File: src/design/utf16u8_pkg.sv
// Package with types, constants and the UTF-8 encoder shared by the transcoder.
`timescale 1ns / 1ps
package utf16u8_pkg;

  localparam int unsigned IdxW      = 6;
  localparam int unsigned MaxBytes  = 7;
  localparam int unsigned CntW      = 3;
  localparam int unsigned QDepth    = 2;
  localparam int unsigned QPtrW     = $clog2(QDepth);
  localparam int unsigned QCntW     = $clog2(QDepth + 1);
  localparam int unsigned PaddrW    = 3;
  localparam int unsigned PdataW    = 32;

  localparam logic [7:0]  CapReset  = 8'd72;
  localparam logic        RegOutCap = 1'b0;

  localparam logic [15:0] HighFirst = 16'hD800;
  localparam logic [15:0] HighLast  = 16'hDBFF;
  localparam logic [15:0] LowFirst  = 16'hDC00;
  localparam logic [15:0] LowLast   = 16'hDFFF;
  localparam logic [20:0] Replace   = 21'h00FFFD;
  localparam logic [20:0] SuppBase  = 21'h010000;
  localparam logic [20:0] Max1Byte  = 21'h00007F;
  localparam logic [20:0] Max2Byte  = 21'h0007FF;
  localparam logic [20:0] Max3Byte  = 21'h00FFFF;
  localparam logic [7:0]  Lead2     = 8'hC0;
  localparam logic [7:0]  Lead3     = 8'hE0;
  localparam logic [7:0]  Lead4     = 8'hF0;
  localparam logic [7:0]  ContMark  = 8'h80;

  typedef struct packed {
    logic [3:0][7:0] bytes;
    logic [CntW-1:0] cnt;
  } enc_t;

  typedef struct packed {
    logic [MaxBytes-1:0][7:0] bytes;
    logic [CntW-1:0]          cnt;
    logic                     term;
  } job_t;

  function automatic enc_t encode(logic [20:0] cp);
    enc_t r;
    r = '0;
    if (cp <= Max1Byte) begin
      r.bytes[0] = cp[7:0];
      r.cnt      = 3'd1;
    end else if (cp <= Max2Byte) begin
      r.bytes[0] = Lead2 | {3'b000, cp[10:6]};
      r.bytes[1] = ContMark | {2'b00, cp[5:0]};
      r.cnt      = 3'd2;
    end else if (cp <= Max3Byte) begin
      r.bytes[0] = Lead3 | {4'b0000, cp[15:12]};
      r.bytes[1] = ContMark | {2'b00, cp[11:6]};
      r.bytes[2] = ContMark | {2'b00, cp[5:0]};
      r.cnt      = 3'd3;
    end else begin
      r.bytes[0] = Lead4 | {5'b00000, cp[20:18]};
      r.bytes[1] = ContMark | {2'b00, cp[17:12]};
      r.bytes[2] = ContMark | {2'b00, cp[11:6]};
      r.bytes[3] = ContMark | {2'b00, cp[5:0]};
      r.cnt      = 3'd4;
    end
    return r;
  endfunction

endpackage

File: src/design/utf16u8_if.sv
// Request and result channel interfaces of the transcoder.
`timescale 1ns / 1ps
interface utf16u8_in_if;
  logic        valid;
  logic        ready;
  logic [15:0] code_unit;
  logic        first_unit;

  modport source (output valid, output code_unit, output first_unit, input ready);
  modport sink (input valid, input code_unit, input first_unit, output ready);
endinterface

interface utf16u8_out_if;
  logic       valid;
  logic       ready;
  logic [7:0] out_byte;
  logic       is_terminator;
  logic       last;

  modport source (output valid, output out_byte, output is_terminator, output last,
                  input ready);
  modport sink (input valid, input out_byte, input is_terminator, input last,
                output ready);
endinterface

File: src/design/utf16u8_front.sv
// Front end: accepts code units, tracks name state and builds byte jobs.
`timescale 1ns / 1ps
module utf16u8_front #(
  parameter int unsigned MAX_UNITS = 36
) (
  input  logic               clk_i,
  input  logic               rst_ni,
  utf16u8_in_if.sink         req_i,
  input  logic [7:0]         cap_i,
  input  logic               q_ready_i,
  output logic               push_o,
  output utf16u8_pkg::job_t  job_o
);
  import utf16u8_pkg::*;

  localparam logic [IdxW-1:0] LastSlot = IdxW'(MAX_UNITS - 1);

  logic [7:0]      used_q, used_d;
  logic [IdxW-1:0] idx_q, idx_d;
  logic [9:0]      held_q, held_d;
  logic            held_v_q, held_v_d;
  logic            done_q, done_d;

  logic [15:0]     u;
  logic            accept, first, ignore;
  logic [7:0]      used0, used_a;
  logic [IdxW-1:0] idx0;
  logic            held_v0, final_slot;
  logic            is_low, is_high, is_zero, pair, hold_new, term;
  logic            a_en, b_en, a_fit, b_fit;
  logic [20:0]     cp_a, cp_b;
  enc_t            enc_a, enc_b;
  logic [CntW-1:0] n_a, n_b;

  assign req_i.ready = q_ready_i;
  assign accept      = req_i.valid && q_ready_i;
  assign u           = req_i.code_unit;
  assign first       = req_i.first_unit;

  assign used0   = first ? '0 : used_q;
  assign idx0    = first ? '0 : idx_q;
  assign held_v0 = first ? 1'b0 : held_v_q;
  assign ignore  = !first && done_q;

  assign is_low     = (u >= LowFirst) && (u <= LowLast);
  assign is_high    = (u >= HighFirst) && (u <= HighLast);
  assign is_zero    = (u == '0);
  assign final_slot = (idx0 >= LastSlot);

  assign pair     = held_v0 && is_low;
  assign a_en     = held_v0;
  assign cp_a     = pair ? (SuppBase + {1'b0, held_q, u[9:0]}) : Replace;
  assign b_en     = !pair && !is_zero && (!is_high || final_slot);
  assign cp_b     = (is_high || is_low) ? Replace : {5'b00000, u};
  assign term     = final_slot || (is_zero && !pair);
  assign hold_new = !pair && is_high && !final_slot;

  assign enc_a  = encode(cp_a);
  assign enc_b  = encode(cp_b);
  assign a_fit  = a_en && (({1'b0, used0} + {6'b0, enc_a.cnt}) < {1'b0, cap_i});
  assign n_a    = a_fit ? enc_a.cnt : '0;
  assign used_a = used0 + {5'b0, n_a};
  assign b_fit  = b_en && (({1'b0, used_a} + {6'b0, enc_b.cnt}) < {1'b0, cap_i});
  assign n_b    = b_fit ? enc_b.cnt : '0;

  always_comb begin
    logic [CntW-1:0] kk;
    logic [CntW-1:0] dk;
    logic [CntW-1:0] n_ab;
    n_ab       = n_a + n_b;
    job_o.term = term;
    job_o.cnt  = n_ab + {2'b00, term};
    for (int k = 0; k < MaxBytes; k++) begin
      kk = CntW'(k);
      dk = kk - n_a;
      if (kk < n_a) begin
        job_o.bytes[k] = enc_a.bytes[kk[1:0]];
      end else if (kk < n_ab) begin
        job_o.bytes[k] = enc_b.bytes[dk[1:0]];
      end else begin
        job_o.bytes[k] = '0;
      end
    end
  end

  assign push_o = accept && !ignore && (job_o.cnt != '0);

  always_comb begin
    used_d   = used_q;
    idx_d    = idx_q;
    held_d   = held_q;
    held_v_d = held_v_q;
    done_d   = done_q;
    if (accept && !ignore) begin
      used_d   = used_a + {5'b0, n_b};
      held_v_d = hold_new;
      held_d   = hold_new ? u[9:0] : held_q;
      done_d   = term;
      idx_d    = term ? idx0 : idx0 + 1'b1;
    end
  end

  always_ff @(posedge clk_i or negedge rst_ni) begin
    if (!rst_ni) begin
      used_q   <= '0;
      idx_q    <= '0;
      held_q   <= '0;
      held_v_q <= 1'b0;
      done_q   <= 1'b0;
    end else begin
      used_q   <= used_d;
      idx_q    <= idx_d;
      held_q   <= held_d;
      held_v_q <= held_v_d;
      done_q   <= done_d;
    end
  end

endmodule

File: src/design/utf16u8_fifo.sv
// Short job queue between the front end and the byte serializer.
`timescale 1ns / 1ps
module utf16u8_fifo (
  input  logic              clk_i,
  input  logic              rst_ni,
  input  logic              push_i,
  input  utf16u8_pkg::job_t job_i,
  output logic              ready_o,
  input  logic              pop_i,
  output logic              valid_o,
  output utf16u8_pkg::job_t head_o
);
  import utf16u8_pkg::*;

  job_t             mem_q [QDepth];
  logic [QPtrW-1:0] wr_q, wr_d, rd_q, rd_d;
  logic [QCntW-1:0] cnt_q, cnt_d;

  assign ready_o = (cnt_q != QCntW'(QDepth));
  assign valid_o = (cnt_q != '0);
  assign head_o  = mem_q[rd_q];

  always_comb begin
    wr_d  = wr_q;
    rd_d  = rd_q;
    cnt_d = cnt_q;
    if (push_i) begin
      wr_d = (wr_q == QPtrW'(QDepth - 1)) ? '0 : wr_q + 1'b1;
    end
    if (pop_i) begin
      rd_d = (rd_q == QPtrW'(QDepth - 1)) ? '0 : rd_q + 1'b1;
    end
    if (push_i && !pop_i) begin
      cnt_d = cnt_q + 1'b1;
    end else if (pop_i && !push_i) begin
      cnt_d = cnt_q - 1'b1;
    end
  end

  always_ff @(posedge clk_i) begin
    if (push_i) begin
      mem_q[wr_q] <= job_i;
    end
  end

  always_ff @(posedge clk_i or negedge rst_ni) begin
    if (!rst_ni) begin
      wr_q  <= '0;
      rd_q  <= '0;
      cnt_q <= '0;
    end else begin
      wr_q  <= wr_d;
      rd_q  <= rd_d;
      cnt_q <= cnt_d;
    end
  end

endmodule

File: src/design/utf16u8_back.sv
// Back end: sends the bytes of each queued job one result at a time.
`timescale 1ns / 1ps
module utf16u8_back (
  input  logic              clk_i,
  input  logic              rst_ni,
  input  logic              valid_i,
  input  utf16u8_pkg::job_t job_i,
  output logic              pop_o,
  utf16u8_out_if.source     rsp_o
);
  import utf16u8_pkg::*;

  logic [CntW-1:0] pos_q, pos_d;
  logic            at_end, take;

  assign at_end = (pos_q == job_i.cnt - 1'b1);
  assign take   = valid_i && rsp_o.ready;
  assign pop_o  = take && at_end;

  assign rsp_o.valid         = valid_i;
  assign rsp_o.out_byte      = job_i.bytes[pos_q];
  assign rsp_o.last          = at_end;
  assign rsp_o.is_terminator = at_end && job_i.term;

  always_comb begin
    pos_d = pos_q;
    if (pop_o) begin
      pos_d = '0;
    end else if (take) begin
      pos_d = pos_q + 1'b1;
    end
  end

  always_ff @(posedge clk_i or negedge rst_ni) begin
    if (!rst_ni) begin
      pos_q <= '0;
    end else begin
      pos_q <= pos_d;
    end
  end

endmodule

File: src/design/utf16le_to_utf8_name_transcoder_core.sv
// Top level of the UTF-16LE to UTF-8 name transcoder.
//
//   Port     Direction  Moves
//   req_i    in         one UTF-16 code unit and its first-unit mark per request
//   rsp_o    out        one UTF-8 byte with terminator and last marks per request
//   APB      in/out     out_capacity register at byte address 0
//
// A code unit is taken whenever the job queue has room.
// The byte serializer sends the result bytes of each job in turn; a unit
// yields zero to seven of them, usually one.
// The two-entry job queue lets requests keep arriving while results stall.
// Reset clears the name state and sets out_capacity to 72.
`timescale 1ns / 1ps
module utf16le_to_utf8_name_transcoder_core #(
  parameter int unsigned MAX_UNITS = 36
) (
  input  logic        clk_i,
  input  logic        rst_ni,
  utf16u8_in_if.sink  req_i,
  utf16u8_out_if.source rsp_o,
  input  logic        psel,
  input  logic        penable,
  input  logic        pwrite,
  input  logic [utf16u8_pkg::PaddrW-1:0] paddr,
  input  logic [utf16u8_pkg::PdataW-1:0] pwdata,
  output logic [utf16u8_pkg::PdataW-1:0] prdata,
  output logic        pready
);
  import utf16u8_pkg::*;

  logic [7:0] cap_q, cap_d;
  logic       cfg_wr;
  logic       push, q_ready, q_valid, pop;
  job_t       job_in, job_head;

  assign pready = 1'b1;
  assign cfg_wr = psel && penable && pwrite && (paddr[2] == RegOutCap);
  assign cap_d  = cfg_wr ? pwdata[7:0] : cap_q;
  assign prdata = (paddr[2] == RegOutCap) ? {{(PdataW - 8){1'b0}}, cap_q} : '0;

  always_ff @(posedge clk_i or negedge rst_ni) begin
    if (!rst_ni) begin
      cap_q <= CapReset;
    end else begin
      cap_q <= cap_d;
    end
  end

  utf16u8_front #(
    .MAX_UNITS(MAX_UNITS)
  ) u_front (
    .clk_i    (clk_i),
    .rst_ni   (rst_ni),
    .req_i    (req_i),
    .cap_i    (cap_q),
    .q_ready_i(q_ready),
    .push_o   (push),
    .job_o    (job_in)
  );

  utf16u8_fifo u_fifo (
    .clk_i  (clk_i),
    .rst_ni (rst_ni),
    .push_i (push),
    .job_i  (job_in),
    .ready_o(q_ready),
    .pop_i  (pop),
    .valid_o(q_valid),
    .head_o (job_head)
  );

  utf16u8_back u_back (
    .clk_i  (clk_i),
    .rst_ni (rst_ni),
    .valid_i(q_valid),
    .job_i  (job_head),
    .pop_o  (pop),
    .rsp_o  (rsp_o)
  );

endmodule

File: src/flat_wrapper.sv
// flat-port wrapper written by rule: the top's interface ports become plain ports
module utf16le_to_utf8_name_transcoder_core_flat import utf16u8_pkg::*;
#(
  parameter int unsigned MAX_UNITS = 36
)
  (clk_i, rst_ni, psel, penable, pwrite, paddr, pwdata, prdata, pready, req_i_valid, req_i_code_unit, req_i_first_unit, req_i_ready, rsp_o_valid, rsp_o_out_byte, rsp_o_is_terminator, rsp_o_last, rsp_o_ready);
  utf16u8_in_if req_i_i ();
  utf16u8_out_if rsp_o_i ();
  input  logic clk_i;
  input  logic rst_ni;
  input  logic psel;
  input  logic penable;
  input  logic pwrite;
  input  logic [utf16u8_pkg::PaddrW-1:0] paddr;
  input  logic [utf16u8_pkg::PdataW-1:0] pwdata;
  output logic [utf16u8_pkg::PdataW-1:0] prdata;
  output logic pready;
  input wire logic [$bits(req_i_i.valid)-1:0] req_i_valid;
  input wire logic [$bits(req_i_i.code_unit)-1:0] req_i_code_unit;
  input wire logic [$bits(req_i_i.first_unit)-1:0] req_i_first_unit;
  output wire logic [$bits(req_i_i.ready)-1:0] req_i_ready;
  output wire logic [$bits(rsp_o_i.valid)-1:0] rsp_o_valid;
  output wire logic [$bits(rsp_o_i.out_byte)-1:0] rsp_o_out_byte;
  output wire logic [$bits(rsp_o_i.is_terminator)-1:0] rsp_o_is_terminator;
  output wire logic [$bits(rsp_o_i.last)-1:0] rsp_o_last;
  input wire logic [$bits(rsp_o_i.ready)-1:0] rsp_o_ready;
  assign req_i_i.valid = req_i_valid;
  assign req_i_i.code_unit = req_i_code_unit;
  assign req_i_i.first_unit = req_i_first_unit;
  assign req_i_ready = req_i_i.ready;
  assign rsp_o_valid = rsp_o_i.valid;
  assign rsp_o_out_byte = rsp_o_i.out_byte;
  assign rsp_o_is_terminator = rsp_o_i.is_terminator;
  assign rsp_o_last = rsp_o_i.last;
  assign rsp_o_i.ready = rsp_o_ready;
  utf16le_to_utf8_name_transcoder_core #(.MAX_UNITS(MAX_UNITS)) u_core (.clk_i(clk_i), .rst_ni(rst_ni), .req_i(req_i_i), .rsp_o(rsp_o_i), .psel(psel), .penable(penable), .pwrite(pwrite), .paddr(paddr), .pwdata(pwdata), .prdata(prdata), .pready(pready));
endmodule
File: config.mk
export PLATFORM = sky130hd
export DESIGN_NAME = utf16le_to_utf8_name_transcoder_core_flat
export DESIGN_NICKNAME = d
export VERILOG_FILES = /design/src/design/utf16u8_pkg.sv /design/src/design/utf16u8_if.sv /design/src/design/utf16u8_front.sv /design/src/design/utf16u8_fifo.sv /design/src/design/utf16u8_back.sv /design/src/design/utf16le_to_utf8_name_transcoder_core.sv /design/src/flat_wrapper.sv
export SDC_FILE = /design/constraint.sdc
export NUM_CORES = 1
export LEC_CHECK = 0
export ABC_AREA = 1
export BUFFER_PORTS_ARGS = -buffer_cell sky130_fd_sc_hd__buf_4
export CAP_MARGIN = 20
export CORE_MARGIN = 4
export CORE_UTILIZATION = 61
export CTS_BUF_LIST = sky130_fd_sc_hd__clkbuf_8 sky130_fd_sc_hd__clkbuf_16
export DETAILED_ROUTE_END_ITERATION = 6
export PLACE_DENSITY = 0.78
export RECOVER_POWER = 25
export SLEW_MARGIN = 20
export SYNTH_ARGS = -nofsm -noshare
export SYNTH_HDL_FRONTEND = slang
export SYNTH_HIERARCHICAL = 1
export SYNTH_SLANG_ARGS = --single-unit
File: constraint.sdc
create_clock -name clk_i -period 15.77 [get_ports clk_i]
set_input_delay 1.577 -clock clk_i [delete_from_list [all_inputs] [get_ports clk_i]]
set_output_delay 1.577 -clock clk_i [all_outputs]
set_load 0.03 [all_outputs]
; After elaboration in Yosys (flattened, before gate mapping)
; Memories as Yosys holds them, arrays and structs flattened.
; Cells that the tools add are included.
[classes]
n_addsub = 21
magnitude_cmp = 35
eq_ne = 2
muxes = 59
n_bitwise = 1
n_reduce_logical = 39
[ops]
columns = cell, count
row1 = 2-to-1 mux 8 bit, 26
row2 = binary-select mux 8 bit (select 2 bit), 7
row3 = 2-to-1 mux 25 bit, 2
row4 = "less-or-equal comparator 16 bit, second input constant", 3
row5 = 2-to-1 mux 16 bit, 3
row6 = 2-to-1 mux 24 bit, 2
row7 = 2-to-1 mux 19 bit, 2
row8 = ">= comparator 16 bit, second input constant", 2
row9 = binary-select mux 8 bit (select 3 bit), 1
row10 = logical AND 1 bit, 22
row11 = 2-to-1 mux 11 bit, 2
row12 = "adder 17 x 20 -> 21 bit, first input constant", 1
row13 = "less-or-equal comparator 21 x 11 -> 1 bit, second input constant", 1
row14 = "less-or-equal comparator 21 x 16 -> 1 bit, second input constant", 1
row15 = "less-or-equal comparator 21 x 7 -> 1 bit, second input constant", 1
row16 = "< comparator 2 x 3 -> 1 bit, second input constant", 7
row17 = 2-to-1 mux 21 bit, 1
row18 = adder 8 x 3 -> 9 bit, 2
row19 = "< comparator 3 bit, first input constant", 6
row20 = < comparator 9 x 8 -> 1 bit, 2
row21 = adder 8 x 3 -> 8 bit, 2
row22 = "less-or-equal comparator 16 x 11 -> 1 bit, second input constant", 1
row23 = "less-or-equal comparator 16 x 7 -> 1 bit, second input constant", 1
row24 = logical NOT 16 bit, 1
row25 = other kinds (26), 58
[totals]
reg_bits = 41
mem_bits_rw = 120
input_bits = 59
out_inout_bits = 45
elab_cells = 168
memories = 1
[memory_table]
columns = memory, depth, width, read_ports, rd_clocked_by_memory_dff, write_ports, line
row1 = u_core.u_fifo.mem_q, 2, 60, 1, 0, 1, utf16u8_fifo.sv:15  ; job_t mem_q [QDepth];

; Depth between registers and ports, before layout
[depth]
ltp_word = 25
ltp_mapped = 67
mapped_depth_nobuf = 64

; Modules after synthesis
; The synthesis kept the hierarchy.
[modules_own_cells]
columns = mod, instances, cells_each, area_each_um2, seq_area_each_um2
row1 = utf16u8_fifo, 1, 212, 4838.4, 3703.6
row2 = utf16u8_front, 1, 799, 4745.8, 650.6
row3 = utf16u8_back, 1, 147, 758.2, 75.1
row4 = utf16le_to_utf8_name_transcoder_core, 1, 81, 611.8, 202.7

; Worst setup path after synthesis
; Ideal clock, no wire load.
[synth_path]
path_kind = in2reg
startpoint = input port req_i_code_unit[13]
endpoint = memory u_core/u_fifo/mem_q[0][0] in the netlist's numbering, enable pin
setup_time_ns = 0.479
arrival_time_ns = 11.476
required_ns = 15.291
path_slack_ns = 3.814
stages = 54
path_buffers = 3
path_cell_list = inv_2 -> nand2_1 -> nor2_4 -> nand3_2 -> buf_6 -> nor2_8 -> nand3_2 -> nor2_2 -> nand3_4 -> nand3_4 -> buf_4 -> ha_1 -> inv_1 -> fa_1 -> inv_1 -> nand2_1 -> a21oi_2 -> nand3_1 -> (+18 left out) -> nor2_1 -> nor2_1 -> o311ai_0 -> a21oi_1 -> o21bai_1 -> nand2_1 -> nand2_1 -> a21oi_1 -> ha_1 -> inv_1 -> fa_1 -> inv_1 -> ha_1 -> or2_2 -> o21ai_0 -> inv_1 -> inv_1 -> nor2_1
[synth_lines]
columns = element, line
row1 = start: declaration, flat_wrapper.sv:19  ; input wire logic [$bits(req_i_i.code_unit)-1:0] req_i_code_unit;
row2 = end: declaration, utf16u8_fifo.sv:15

==> impl_metrics.csv <==
group,metric,value,unit
finish,layout_common_cells,"270 x nand2_1, 147 x inv_1, 136 x nor2_1, 120 x edfxtp_1, 70 x nand3_1",
global_route,met2_usage,43.2,%
power_and_ir_drop,clockPowerShare,22.8,%
power_and_ir_drop,power,1.81,mW
die,coreArea,17500,um^2
global_route,top_usage_layer,"met2",
global_route,grt_util_all_layers,27.0,%
sta,worst_pin_slew,4610,ps
clocking,clk_path_buf_depth,2,
global_route,grt_max_degree,61,
sta,finalSetupTns,0,ps
worst_setup_path,crit_type,"in2reg",
clocking,cts_buffers,17,
clocking,clkTransAtPathRegs,70,ps
sta,setup_viol,0,
clocking,post_cts.repair.setup_buffers,0,
worst_setup_path,reg2reg_slack,4800,ps
logic_synthesis,synth_top_area_cell,"edfxtp_1",
finish,final_core_util,67.1,%
die,fp.dieW,142,um
detailed_routing,wl,26900,um
logic_synthesis,avgSynthCellArea,8.84,um^2
power_and_ir_drop,comb_power_share,41.3,%
finish,area_delta_synth_final,6.99,%
power_and_ir_drop,sw_frac_of_total,37.8,%
power_and_ir_drop,power_density,154,nW/um^2
detailed_routing,ant_nets,0,
worst_setup_path,start_kind,"input port",
finish,drive_above_1_share,15.0,%
logic_synthesis,synthTopCellsByArea,"edfxtp_1 33%, nand2_1 9.2%, dfrtp_1 8.9%",
logic_synthesis,seq_area_frac_synth,42.3,%
global_route,antenna_found_initial,0,
placement,dp.cells,1480,
worst_setup_path,cpMostUsedCell,"inv_1",
sta,setup_slack,3410,ps
clocking,h-tree-depth,4,
die,die_area,20200,um^2
finish,antennaDiodeCount,0,
placement,io_buffer_count,52,
sta,period_needed,12360,ps
worst_setup_path,critPathSlowestCell,"buf_4",
logic_synthesis,yosys_register_bits,161,
finish,final_common_cell,"nand2_1",
global_route,use_met1,36.8,%
clocking,clk_latency,440,ps
clocking,cts_tree,"yes",
clocking,cts.sinks,161,
placement,gp_congestion,0.958,
sta,fin_crit_sh,78.4,%
finish,nNetsFinal,1371,
global_route,grt_pass1_wl,42800,um
power_and_ir_drop,power_frac_seq,35.8,%
detailed_routing,dr_total_vias,8881,
sta,hold_viol_final,0,
detailed_routing,first_pass_iters,6,
sta,max_freq,0.0809,GHz
finish,multi_input_area,5210,um^2
detailed_routing,viasPerCell,5.87,
worst_setup_path,crit_arrival,12430,ps
finish,stdcell_count,1512,
power_and_ir_drop,p_leak,5.27,nW
run,cap_violations,2,
sta,rsz0062_at_grt,"false",
die,io_pins,104,
clocking,cts-resized-gates,0,
detailed_routing,drc,0,
placement,dpl_worst_slack,3500,ps
worst_setup_path,crit_required,15830,ps
die,num_rows,48,
finish,seqCellArea,4640,um^2
min_path,hold_class,"reg2reg",
worst_setup_path,crit_path_end_kind,"register",
die,die_h,142,um
placement,dpl_cell_area,11200,um^2
sta,finClkSkew,19.2,ps
logic_synthesis,syn_inst,1239,
sta,whs,477,ps
logic_synthesis,ys_types,51,
finish,final_area,11700,um^2
global_route,grt_pass1_vias,8491,
detailed_routing,wl_per_cell,17.8,um
global_route,met3_usage,5.41,%
sta,slew_violations,102,
logic_synthesis,syn-cell-area,11000,um^2
detailed_routing,drtIter0Drc,1049,
worst_setup_path,slowest_delay,600,ps
clocking,hold_buffers,0,
power_and_ir_drop,irDropWorstVdd,0.108,mV
power_and_ir_drop,switchingPower,684,uW
logic_synthesis,yosysWarnings,6,
finish,nFillCells,1426,
sta,slew_headroom,-208,%
clocking,clockRootBuffer,"clkbuf_16",
logic_synthesis,synth_top_area_share,32.9,%
global_route,overflow,0,
placement,post-dp-hpwl,19600,um
outcome,status,"finished with violations",
power_and_ir_drop,p_int,1.13,mW
die,start_util,62.7,%
worst_setup_path,worstPathMaxFanout,51,
outcome,violations,"capacitance limit, slew limit",
power groups by stage:
stage	logic, mW	registers [mW]	clock network [mW]
2_1_floorplan	0.611	0.625	0
3_3_place_gp	0.707	0.649	0
3_5_place_dp	0.724	0.657	0
4_1_cts	0.733	0.649	0.419
5_1_grt	0.821	0.660	0.437
6_report	0.749	0.649	0.413
worst max-delay path, delay by kind of cell:
| family | cells | cell delay, ps |
|---|---|---|
| AO/OA/AOI/OAI | 9 | 1360 |
| buffers and inverters | 15 | 2330 |
| XOR/XNOR | 2 | 340 |
| AND/OR/NAND/NOR | 19 | 3390 |
| adder cells (fa/ha/maj) | 10 | 3360 |
synthesized netlist by cell type, drive strengths merged:
library cell	instances
a21o	1
a21oi	30
a31oi	2
buf	57
clkbuf	8
clkinv	1
conb	2
dfrtp	39
dfstp	2
edfxtp	120
fa	5
ha	33
inv	161
mux2	60
nand2	278
nand3	79
nand3b	3
nand4	27
nor2	150
nor3	9
nor4	2
o2111ai	3
o211ai	5
o21ai	98
o21bai	2
o221ai	3
o22ai	25
o311ai	1
o31ai	2
or2	4
xnor2	7
xor2	20
cells by family after synthesis:
| family | synth area share (%) |
|---|---|
| compound gates | 8.74 |
| xor+xnor | 2.16 |
| fa+ha+maj | 4.68 |
| buf+inv | 10.6 |
| flops | 42.3 |
| mux | 8.19 |
| other cells | 0.0686 |
| simple gates | 23.2 |
layout make-up:
type                            instances  area share, %
Inverter                              162           5.23
Clock buffer                           17           3.63
Tap cell                              225           2.40
Multi-Input combinational cell        874           44.4
Timing Repair Buffer                   58           3.27
Clock inverter                         15           1.48
Sequential cell                       161           39.6
final timing paths:
path	startpoint	cells past startpoint	to
setup / recovery	req_i_code_unit[13]	55	u_core/u_fifo/mem_q[1][6]
hold / removal	u_core/cap_q[6]	2	u_core/cap_q[6]
setup reg to reg	u_core/u_front/held_v_q	53	u_core/u_fifo/mem_q[1][6]
hold reg to reg	u_core/cap_q[6]	2	u_core/cap_q[6]
max in group asynchronous	rst_ni	1	u_core/u_fifo/rd_q
min in group asynchronous	rst_ni	1	u_core/cap_q[5]
state kept, by name (all words and copies together), names as in the netlist:
name,count
u_core/cap_q,8
u_core/u_back/pos_q,3
u_core/u_fifo/cnt_q,2
u_core/u_fifo/mem_q,120
u_core/u_fifo/rd_q,1
u_core/u_fifo/wr_q,1
u_core/u_front/done_q,1
u_core/u_front/held_q,10
u_core/u_front/held_v_q,1
u_core/u_front/idx_q,6
u_core/u_front/used_q,8
layer usage:
| layer | up-vias | share of wire (%) |
|---|---|---|
| met5 | - | 0 |
| li1 | 4163 | - |
| met2 | 475 | 47 |
| met4 | 0 | 2.8 |
| met3 | 74 | 8.7 |
| met1 | 4169 | 41 |
No activity file was read; power rests on OpenSTA's default activity.
